$ cat src/rtl/ufd_pkg.sv
// Shared types and constants for the UTF-8 validating decoder.
// No dependencies; imported by every module of the block.
package ufd_pkg;

	localparam int unsigned FifoDepth = 4;
	localparam int unsigned FifoAddrW = $clog2(FifoDepth);
	localparam int unsigned FifoCntW  = FifoAddrW + 1;

	localparam logic [20:0] MaxPoint   = 21'h10FFFF;
	localparam logic [20:0] SurrLow    = 21'h00D800;
	localparam logic [20:0] SurrHigh   = 21'h00DFFF;
	localparam logic [20:0] HiSurrBase = 21'h00D800;
	localparam logic [20:0] LoSurrBase = 21'h00DC00;
	localparam logic [20:0] PlaneOne   = 21'h010000;
	localparam logic [20:0] BmpMax     = 21'h00FFFF;
	localparam logic [20:0] Min2Byte   = 21'h000080;
	localparam logic [20:0] Min3Byte   = 21'h000800;

	typedef struct packed {
		logic [20:0] code_unit;
		logic        is_last;
		logic        bad_sequence;
	} result_t;

	// results produced for one byte: count is 0, 1 or 2
	typedef struct packed {
		logic [1:0] count;
		result_t    first;
		result_t    second;
	} push_t;

	function automatic push_t emit_point(logic [20:0] cp, logic eos, logic utf16);
		push_t       p;
		logic [20:0] v;
		v = cp - PlaneOne;
		if (utf16 && cp > BmpMax) begin
			p.count  = 2'd2;
			p.first  = '{code_unit: HiSurrBase + {11'd0, v[19:10]}, is_last: 1'b0,
				bad_sequence: 1'b0};
			p.second = '{code_unit: LoSurrBase + {11'd0, v[9:0]}, is_last: eos,
				bad_sequence: 1'b0};
		end else begin
			p.count  = 2'd1;
			p.first  = '{code_unit: cp, is_last: eos, bad_sequence: 1'b0};
			p.second = '0;
		end
		return p;
	endfunction

	function automatic push_t fail_result();
		push_t p;
		p.count  = 2'd1;
		p.first  = '{code_unit: 21'd0, is_last: 1'b1, bad_sequence: 1'b1};
		p.second = '0;
		return p;
	endfunction

endpackage

$ cat src/rtl/utf8_validating_decoder_core.sv
// UTF-8 validating decoder, top level: input register, config register,
// decode stage and result queue. Uses ufd_pkg, ufd_decode, ufd_out_fifo.
//
// Usage: bytes of a UTF-8 string enter on the s_axis stream, one per request,
// with s_axis_tlast on the final byte of each string. Decoded results leave on
// m_axis: code_unit in tdata, tlast marks the final result of a string (or an
// error), tuser flags an invalid string. On an error one result with code 0,
// tlast and tuser set is sent, and the rest of that string is dropped.
// cfg_data written on the cfg channel selects UTF-16 output (1, reset value)
// or whole code points (0); write it only while the block is idle.
// A byte is held in the input register and decoded there, and its results are
// written into the result queue, whose head is presented on m_axis.
// Throughput: one byte per cycle while the result queue has room; a surrogate
// pair gives two results; the single-result-per-cycle master port sets the rate.
// Reset clears the sequence state, the input register and the result queue.
// When the receiver stalls, the four-entry queue fills, the decode stage
// holds its byte, and s_axis_tready drops until room frees up.
module utf8_validating_decoder_core (
	input  logic        clk,
	input  logic        arst_n,
	input  logic        s_axis_tvalid,
	output logic        s_axis_tready,
	input  logic [7:0]  s_axis_tdata,  // [7:0] in_byte
	input  logic        s_axis_tlast,
	output logic        m_axis_tvalid,
	input  logic        m_axis_tready,
	output logic [23:0] m_axis_tdata,  // [20:0] code_unit, [23:21] zero
	output logic        m_axis_tlast,
	output logic        m_axis_tuser,  // [0] bad_sequence
	input  logic        cfg_valid,
	output logic        cfg_ready,
	input  logic        cfg_data
);
	import ufd_pkg::*;

	logic        utf16_q;
	logic        valid_s1;
	logic [7:0]  byte_s1;
	logic        eos_s1;
	logic        room;
	logic        advance;
	push_t       push;

	assign cfg_ready     = 1'b1;
	assign advance       = valid_s1 && room;
	assign s_axis_tready = !valid_s1 || advance;

	always_ff @(posedge clk or negedge arst_n) begin
		if (!arst_n) begin
			utf16_q <= 1'b1;
		end else if (cfg_valid && cfg_ready) begin
			utf16_q <= cfg_data;
		end
	end

	always_ff @(posedge clk or negedge arst_n) begin
		if (!arst_n) begin
			valid_s1 <= 1'b0;
		end else if (s_axis_tvalid && s_axis_tready) begin
			valid_s1 <= 1'b1;
		end else if (advance) begin
			valid_s1 <= 1'b0;
		end
	end

	always_ff @(posedge clk) begin
		if (s_axis_tvalid && s_axis_tready) begin
			byte_s1 <= s_axis_tdata;
			eos_s1  <= s_axis_tlast;
		end
	end

	ufd_decode u_decode (
		.clk          (clk),
		.arst_n       (arst_n),
		.advance      (advance),
		.in_byte      (byte_s1),
		.end_of_string(eos_s1),
		.utf16_output (utf16_q),
		.push         (push)
	);

	ufd_out_fifo u_out_fifo (
		.clk          (clk),
		.arst_n       (arst_n),
		.push         (push),
		.room         (room),
		.m_axis_tvalid(m_axis_tvalid),
		.m_axis_tready(m_axis_tready),
		.m_axis_tdata (m_axis_tdata),
		.m_axis_tlast (m_axis_tlast),
		.m_axis_tuser (m_axis_tuser)
	);

endmodule

$ cat src/rtl/ufd_decode.sv
// Sequence state and single-pass byte decode: lead/continuation checks,
// overlong, surrogate and range checks, UTF-16 split. Uses ufd_pkg.
module ufd_decode (
	input  logic          clk,
	input  logic          arst_n,
	input  logic          advance,
	input  logic [7:0]    in_byte,
	input  logic          end_of_string,
	input  logic          utf16_output,
	output ufd_pkg::push_t push
);
	import ufd_pkg::*;

	logic [20:0] partial_q;
	logic [1:0]  due_q;
	logic [1:0]  len_q;
	logic        discard_q;

	logic [20:0] partial_d;
	logic [1:0]  due_d;
	logic [1:0]  len_d;
	logic        discard_d;
	push_t       push_d;

	logic [20:0] cp;
	logic [20:0] minimum;
	logic [1:0]  due_dec;

	always_comb begin
		partial_d = partial_q;
		due_d     = due_q;
		len_d     = len_q;
		discard_d = discard_q;
		push_d    = '0;
		cp        = {partial_q[14:0], in_byte[5:0]};
		due_dec   = due_q - 2'd1;
		minimum   = (len_q == 2'd1) ? Min2Byte : (len_q == 2'd2) ? Min3Byte : PlaneOne;

		if (discard_q) begin
			// drop bytes through the end of the bad string
			if (end_of_string) discard_d = 1'b0;
		end else if (due_q == 2'd0) begin
			if (!in_byte[7]) begin
				push_d = emit_point({13'd0, in_byte}, end_of_string, utf16_output);
			end else if (in_byte[7:5] == 3'b110 || in_byte[7:4] == 4'b1110 ||
				in_byte[7:3] == 5'b11110) begin
				if (end_of_string) begin
					push_d = fail_result();
					partial_d = '0;
					due_d = '0;
					len_d = '0;
				end else if (in_byte[7:5] == 3'b110) begin
					partial_d = {16'd0, in_byte[4:0]};
					due_d = 2'd1;
					len_d = 2'd1;
				end else if (in_byte[7:4] == 4'b1110) begin
					partial_d = {17'd0, in_byte[3:0]};
					due_d = 2'd2;
					len_d = 2'd2;
				end else begin
					partial_d = {18'd0, in_byte[2:0]};
					due_d = 2'd3;
					len_d = 2'd3;
				end
			end else begin
				push_d = fail_result();
				partial_d = '0;
				due_d = '0;
				len_d = '0;
				discard_d = !end_of_string;
			end
		end else if (in_byte[7:6] != 2'b10) begin
			push_d = fail_result();
			partial_d = '0;
			due_d = '0;
			len_d = '0;
			discard_d = !end_of_string;
		end else if (due_dec != 2'd0) begin
			if (end_of_string) begin
				push_d = fail_result();
				partial_d = '0;
				due_d = '0;
				len_d = '0;
			end else begin
				partial_d = cp;
				due_d = due_dec;
			end
		end else begin
			partial_d = '0;
			due_d = '0;
			len_d = '0;
			if (cp < minimum || cp > MaxPoint || (cp >= SurrLow && cp <= SurrHigh)) begin
				push_d = fail_result();
				discard_d = !end_of_string;
			end else begin
				push_d = emit_point(cp, end_of_string, utf16_output);
			end
		end
	end

	always_comb begin
		push = push_d;
		if (!advance) push.count = 2'd0;
	end

	always_ff @(posedge clk or negedge arst_n) begin
		if (!arst_n) begin
			partial_q <= '0;
			due_q     <= '0;
			len_q     <= '0;
			discard_q <= 1'b0;
		end else if (advance) begin
			partial_q <= partial_d;
			due_q     <= due_d;
			len_q     <= len_d;
			discard_q <= discard_d;
		end
	end

endmodule

$ cat src/rtl/ufd_out_fifo.sv
// Small result queue taking up to two results a cycle and presenting one
// on the master stream. Uses ufd_pkg.
module ufd_out_fifo (
	input  logic           clk,
	input  logic           arst_n,
	input  ufd_pkg::push_t push,
	output logic           room,
	output logic           m_axis_tvalid,
	input  logic           m_axis_tready,
	output logic [23:0]    m_axis_tdata,  // [20:0] code_unit, [23:21] zero
	output logic           m_axis_tlast,
	output logic           m_axis_tuser   // [0] bad_sequence
);
	import ufd_pkg::*;

	result_t               mem [FifoDepth];
	logic [FifoAddrW-1:0]  head_q;
	logic [FifoAddrW-1:0]  tail_q;
	logic [FifoCntW-1:0]   count_q;
	logic [FifoCntW-1:0]   after_pop;
	logic                  pop;
	result_t               head_item;

	assign pop       = m_axis_tvalid && m_axis_tready;
	assign after_pop = count_q - {{(FifoCntW-1){1'b0}}, pop};
	assign room      = after_pop <= FifoCntW'(FifoDepth - 2);
	assign head_item = mem[head_q];

	assign m_axis_tvalid = count_q != '0;
	assign m_axis_tdata  = {3'd0, head_item.code_unit};
	assign m_axis_tlast  = head_item.is_last;
	assign m_axis_tuser  = head_item.bad_sequence;

	always_ff @(posedge clk) begin
		if (push.count != 2'd0) mem[tail_q] <= push.first;
		if (push.count == 2'd2) mem[tail_q + FifoAddrW'(1)] <= push.second;
	end

	always_ff @(posedge clk or negedge arst_n) begin
		if (!arst_n) begin
			head_q  <= '0;
			tail_q  <= '0;
			count_q <= '0;
		end else begin
			if (pop) head_q <= head_q + FifoAddrW'(1);
			tail_q  <= tail_q + FifoAddrW'(push.count);
			count_q <= after_pop + FifoCntW'(push.count);
		end
	end

endmodule

$ cat config.mk
export PLATFORM = sky130hd
export DESIGN_NAME = utf8_validating_decoder_core
export DESIGN_NICKNAME = d
export VERILOG_FILES = /design/src/rtl/ufd_pkg.sv /design/src/rtl/utf8_validating_decoder_core.sv /design/src/rtl/ufd_decode.sv /design/src/rtl/ufd_out_fifo.sv
export SDC_FILE = /design/constraint.sdc
export NUM_CORES = 1
export LEC_CHECK = 0
export BUFFER_PORTS_ARGS = -buffer_cell sky130_fd_sc_hd__buf_2
export CELL_PAD_IN_SITES_DETAIL_PLACEMENT = 0
export CELL_PAD_IN_SITES_GLOBAL_PLACEMENT = 1
export CORE_ASPECT_RATIO = 0.8
export CORE_MARGIN = 2
export CORE_UTILIZATION = 45
export DETAILED_ROUTE_END_ITERATION = 8
export GPL_TIMING_DRIVEN = 1
export PLACE_DENSITY_LB_ADDON = 0.1
export SETUP_SLACK_MARGIN = 0.02
export SLEW_MARGIN = 20
export SYNTH_ARGS = -nofsm -noshare
export SYNTH_HDL_FRONTEND = slang
export SYNTH_SLANG_ARGS = --single-unit
$ cat constraint.sdc
create_clock -name clk -period 10.4 [get_ports clk]
set_clock_uncertainty 0.2 [all_clocks]
set_input_delay 1.04 -clock clk [delete_from_list [all_inputs] [get_ports clk]]
set_output_delay 1.04 -clock clk [all_outputs]
set_load 0.01 [all_outputs]
Word level (Yosys, flattened, before mapping)
Memory sizes are Yosys's and may differ from the RTL's.
Cells that the tools add are included.
{"block": "classes", "addsub": 9, "n_lt_le_gt_ge": 6, "n_eq_ne": 9, "n_mux": 48, "bitwise_logic": 1, "n_reduce_logical": 19}
{"operator": "two-way mux 48 bit", "n": 8}
{"operator": "two-way mux 15 bit", "n": 7}
{"operator": "two-way mux 47 bit", "n": 1}
{"operator": "adder 16 x 10 -> 17 bit (first input constant)", "n": 2}
{"operator": "two-way mux 2 bit", "n": 13}
{"operator": ">= comparator 21 x 16 -> 1 bit (second input constant)", "n": 1}
{"operator": "greater-than comparator 21 x 16 -> 1 bit (second input constant)", "n": 1}
{"operator": "greater-than comparator 21 bit (second input constant)", "n": 1}
{"operator": "less-or-equal comparator 21 x 16 -> 1 bit (second input constant)", "n": 1}
{"operator": "< comparator 21 bit", "n": 1}
{"operator": "two-way mux 21 bit", "n": 1}
{"operator": "subtractor 20 x 17 -> 20 bit (second input constant)", "n": 1}
{"operator": "two-way mux 17 bit", "n": 1}
{"operator": "two-way mux 1 bit", "n": 15}
{"operator": "nonzero test 2 bit", "n": 3}
{"operator": "== test 5 bit (second input constant)", "n": 1}
{"operator": "logical AND 1 bit", "n": 5}
{"operator": "logical OR 1 bit", "n": 5}
{"operator": "two-way mux 5 bit", "n": 1}
{"operator": "adder 2 x 1 -> 2 bit (second input constant)", "n": 2}
{"operator": "== test 2 bit (second input constant)", "n": 2}
{"operator": "== test 4 bit (second input constant)", "n": 1}
{"operator": "two-way mux 4 bit", "n": 1}
{"operator": "!= test 2 bit (second input constant)", "n": 2}
{"operator": "14 further kinds", "n": 15}
{"block": "word_totals", "regBits": 38, "ram_bits": 92, "inputBits": 15, "word_cells": 104, "memories": 1}
{"name": "u_out_fifo.mem", "words": 4, "width": 23, "read_ports": 1, "rd_ports_with_merged_regs": 0, "wr": 2, "line_no": "ufd_out_fifo.sv:16", "rtl": "result_t mem [FifoDepth];"}

Longest topological paths before layout
{"block": "depth", "ltp_word": 15, "mapped_depth": 14, "ltp_nobuf": 12}

By module
Synthesis repeated with hierarchy kept, for this count alone.
{"block": "unflattened", "hier_cells": 507, "area_unflattened_um2": 7196.9}
{"module": "ufd_out_fifo", "instances": 1, "cells_per_inst": 269, "area_each_um2": 5084.9, "seq_area_each_um2": 2937.8}
{"module": "ufd_decode", "instances": 1, "cells_per_inst": 220, "area_each_um2": 1729.2, "seq_area_each_um2": 500.5}
{"module": "utf8_validating_decoder_core", "instances": 1, "cells_per_inst": 18, "area_each_um2": 382.9, "seq_area_each_um2": 321.6}

Least setup slack after synthesis
Ideal clock, no wire load.
{"block": "synth_timing", "kind": "input port to flip-flop", "start": "input m_axis_tready", "end": "memory u_out_fifo.mem[3][10] in the netlist's numbering, enable pin", "t_arrival_ps": 3448, "required_time_ps": 9828, "setup_slack_ps": 6381, "path_stages": 10, "n_path_buf": 1, "cell_sequence": "and2_1 > ha_1 > ha_1 > xnor2_1 > o211ai_1 > nor2_1 > nand4_2 > or2_1 > buf_2 > nand2_1"}
{"item": "from (decl)", "line_no": "utf8_validating_decoder_core.sv:26", "rtl": "input logic m_axis_tready,"}
{"item": "to (decl)", "line_no": "ufd_out_fifo.sv:16"}

==> reports/metrics.csv <==
stage;metric;value;unit
outcome;status;completed;
cts;worst skew pair latency;0.43;ns
drt;Antenna Nets Post-Route;0;
layout;most common cell after layout, fill and taps aside;edfxtp_1;
timing;FMAX;223;MHz
cts;CTS Buffer Depth;2;
power;Logic pwr share;0.307;
layout;Design Area, Final;7310;um^2
cts;H-tree depth;4;
power;cell area power density;261;nW/um^2
yosys;Post-synth ARST share;0.223;
timing;Slew HR;0.321;
yosys;Post-synth EDFFs;73;
cts;CTS sink count;130;
power;Int Power;1220;uW
cts;# hold bufs at CTS;0;
power;Clock power frac;0.288;
drt;vias per cell;6.11;
drt;wire per inst;22.5;um
floorplan;Vert. Die Dim;112;um
layout;most frequent cells in the layout;edfxtp_1 (73), nand2_1 (61), a22o_1 (40);
placement;placed inst area;6770;um^2
floorplan;Die X;139;um
drt;final WL;17200;um
timing;final setup vio count;0;
yosys;Netlist Area Pre-Place;6590;um^2
worst_hold_path;Worst Hold Class;reg -> reg;
power;P_sw;688;uW
setup_path;type of origin of the critical path;flip-flop;
setup_path;worst path required time;10.25;ns
cts;Post-CTS Repair Setup Buffers;0;
timing;Final Hold Fails;0;
grt;overall routing resource usage;0.232;
timing;Final Worst Setup Slack;5.91;ns
timing;RSZ-0062 raised after global routing;false;
setup_path;CP Capture Type;flip-flop;
power;Max IR drop VDD;134;uV
timing;crit share post-route;0.432;
floorplan;die area;15600;um^2
timing;min Tclk post-route;4.49;ns
yosys;Mapped Cells;546;
layout;Area Overhead vs Synth;11.0;%
cts;CTS buffer count;17;
grt;initial antenna violation count;0;
power;leak pwr;0.00267;uW
timing;Max Slew Vio Count;0;
power;Switching Fraction;0.361;
cts;CTS root buf;clkbuf_16;
yosys;YS warnings;0;
timing;Slew @ Worst Pin;1.01;ns
yosys;dominant cell type by area after synthesis;edfxtp_1;
setup_path;CP Class;reg -> reg;
yosys;Primary FF master, synth;edfxtp_1;
floorplan;row count;39;
drt;Vias;4670;
floorplan;Initial Util;0.461;
grt;global-route wire length before repair;27200;um
placement;half-perimeter wire length after detailed placement;12100;um
power;sequential group share of total power;0.406;
layout;layout cells sized above 1;0.219;
yosys;post-synth top area share;0.333;
grt;global route total overflow;0;
drt;DR iter-0 viols;516;
setup_path;CP Max Fanout;16;
cts;Clock transition at path regs;0.06;ns
placement;PortBufs;39;
layout;Layout Nets;597;
yosys;ranking of synthesized cells by area;edfxtp_1 (33%), dfrtp_1 (11%), dfxtp_1 (8.5%), mux4_2 (7.9%), a22o_1 (5.3%);
floorplan;I/O pin count;44;
setup_path;CP arrival;4.34;ns
yosys;average size of a mapped cell;12.1;um^2
placement;Final GP Congestion;0.924;
timing;setup_tns;0;ns
grt;largest net degree at the start of global routing;33;
cts;CTS tree;built;
drt;Remaining DRCs;0;
floorplan;Core Area;14300;um^2
yosys;register bit total from synthesis;130;
grt;vias in the first global route;4589;
placement;DP Worst Slack;5.62;ns
flow_run;MaxCap Viol Count;0;
layout;number of diodes;0;
drt;drt first pass iters;5;
yosys;Seq/Total Area, Yosys;0.528;
yosys;Synth cell types;77;
cts;post_cts resized;0;
==> cell families after synthesis <==
| family | count (synthesis) | synth area share |
|---|---|---|
| multiplexers | 27 | 0.0851 |
| flip-flops | 130 | 0.528 |
| AND/OR/NAND/NOR | 159 | 0.122 |
| XOR/XNOR | 9 | 0.0120 |
| adder cells (fa/ha/maj) | 13 | 0.0258 |
| other | 2 | 0.00114 |
| AO/OA/AOI/OAI | 144 | 0.173 |
| buffers and inverters | 62 | 0.0526 |
==> state kept, by name, summed over array words and instances, names as in the netlist <==
signal,cells
valid_s1,1
u_out_fifo.count_q,3
byte_s1,8
u_decode.discard_q,1
eos_s1,1
u_decode.partial_q,15
u_decode.len_q,2
u_out_fifo.tail_q,2
u_out_fifo.head_q,2
utf16_q,1
u_decode.due_q,2
u_out_fifo.mem,92
==> power by group through the flow <==
stage	registers [uW]	logic [uW]	clock network, uW
2_1_floorplan	703	470	0
3_3_place_gp	779	580	0
3_5_place_dp	780	587	0
4_1_cts	771	591	558
5_1_grt	786	647	585
6_report	774	584	548
==> through the flow <==
stage                     utilization  std cells  hold WS [ns]  total power (uW)
after floorplan                     -        548         0.233              1170
after global placement          0.474        734         0.247              1360
after detailed placement        0.474        734         0.251              1370
after CTS                       0.512        764         0.262              1920
after global routing            0.512        764         0.291              2020
final                           0.512        764         0.265              1910
==> worst max-delay path: stages (launching register included) <==
cell and delay (ns):
dfrtp_1 0.38, or3_1 0.38, and2_1 0.20, ha_1 0.20, ha_1 0.19, xnor2_1 0.28
o211ai_1 0.19, nor2_1 0.51, nand2_1 0.27, nor3_1 0.62, a21oi_4 0.16, inv_1 0.54
==> metal layers <==
layer	share of wire	routed length, um	global-route usage	up-vias
met3	0.069	1180	0.0606	21
met5	0	0	0	-
met4	0.011	182	0.0660	0
met2	0.44	7560	0.330	213
met1	0.48	8280	0.352	2329
li1	-	-	-	2107
==> area by class of cell <==
class,count,area [um^2]
clock buffers,18,429
clock inverters,12,113
fillers,1260,6980
inverters,24,90.1
multi-input cells,356,2770
flip-flops and latches,130,3480
well taps,184,230
repair buffers,40,203
==> path summary, 6_finish.rpt <==
check	slack (ns)	to	startpoint	depth (start not counted)
setup / recovery	5.91	u_out_fifo.mem[0][4]	u_out_fifo.count_q[2]	11
hold / removal	0.26	u_out_fifo.mem[2][0]	u_out_fifo.mem[2][0]	2
setup reg to reg	5.91	u_out_fifo.mem[0][4]	u_out_fifo.count_q[2]	11
hold reg to reg	0.26	u_out_fifo.mem[2][0]	u_out_fifo.mem[2][0]	2
max in group asynchronous	9.04	u_out_fifo.head_q[1]	arst_n	1
min in group asynchronous	0.46	u_decode.partial_q[11]	arst_n	1
==> cells in the mapped netlist (all sizes together), types with 3 or more instances <==
| cell | number |
|---|---|
| nor2 | 38 |
| buf | 18 |
| ha | 12 |
| nand2 | 61 |
| or2 | 5 |
| and2 | 3 |
| nor4 | 5 |
| edfxtp | 73 |
| or3 | 5 |
| inv | 24 |
| a21oi | 7 |
| a31oi | 4 |
| a32o | 3 |
| nor3 | 10 |
| o21ai | 36 |
| a22o | 44 |
| clkbuf | 20 |
| or4 | 4 |
| o2bb2ai | 4 |
| dfrtp | 28 |
| a21o | 3 |
| nand4 | 4 |
| nand2b | 5 |
| a22oi | 12 |
| dfxtp | 28 |
| xnor2 | 6 |
| o211ai | 5 |
| xor2 | 3 |
| mux4 | 23 |
| nand3 | 9 |
| o22ai | 12 |
Note: power is estimated with default switching activity, not from simulation.
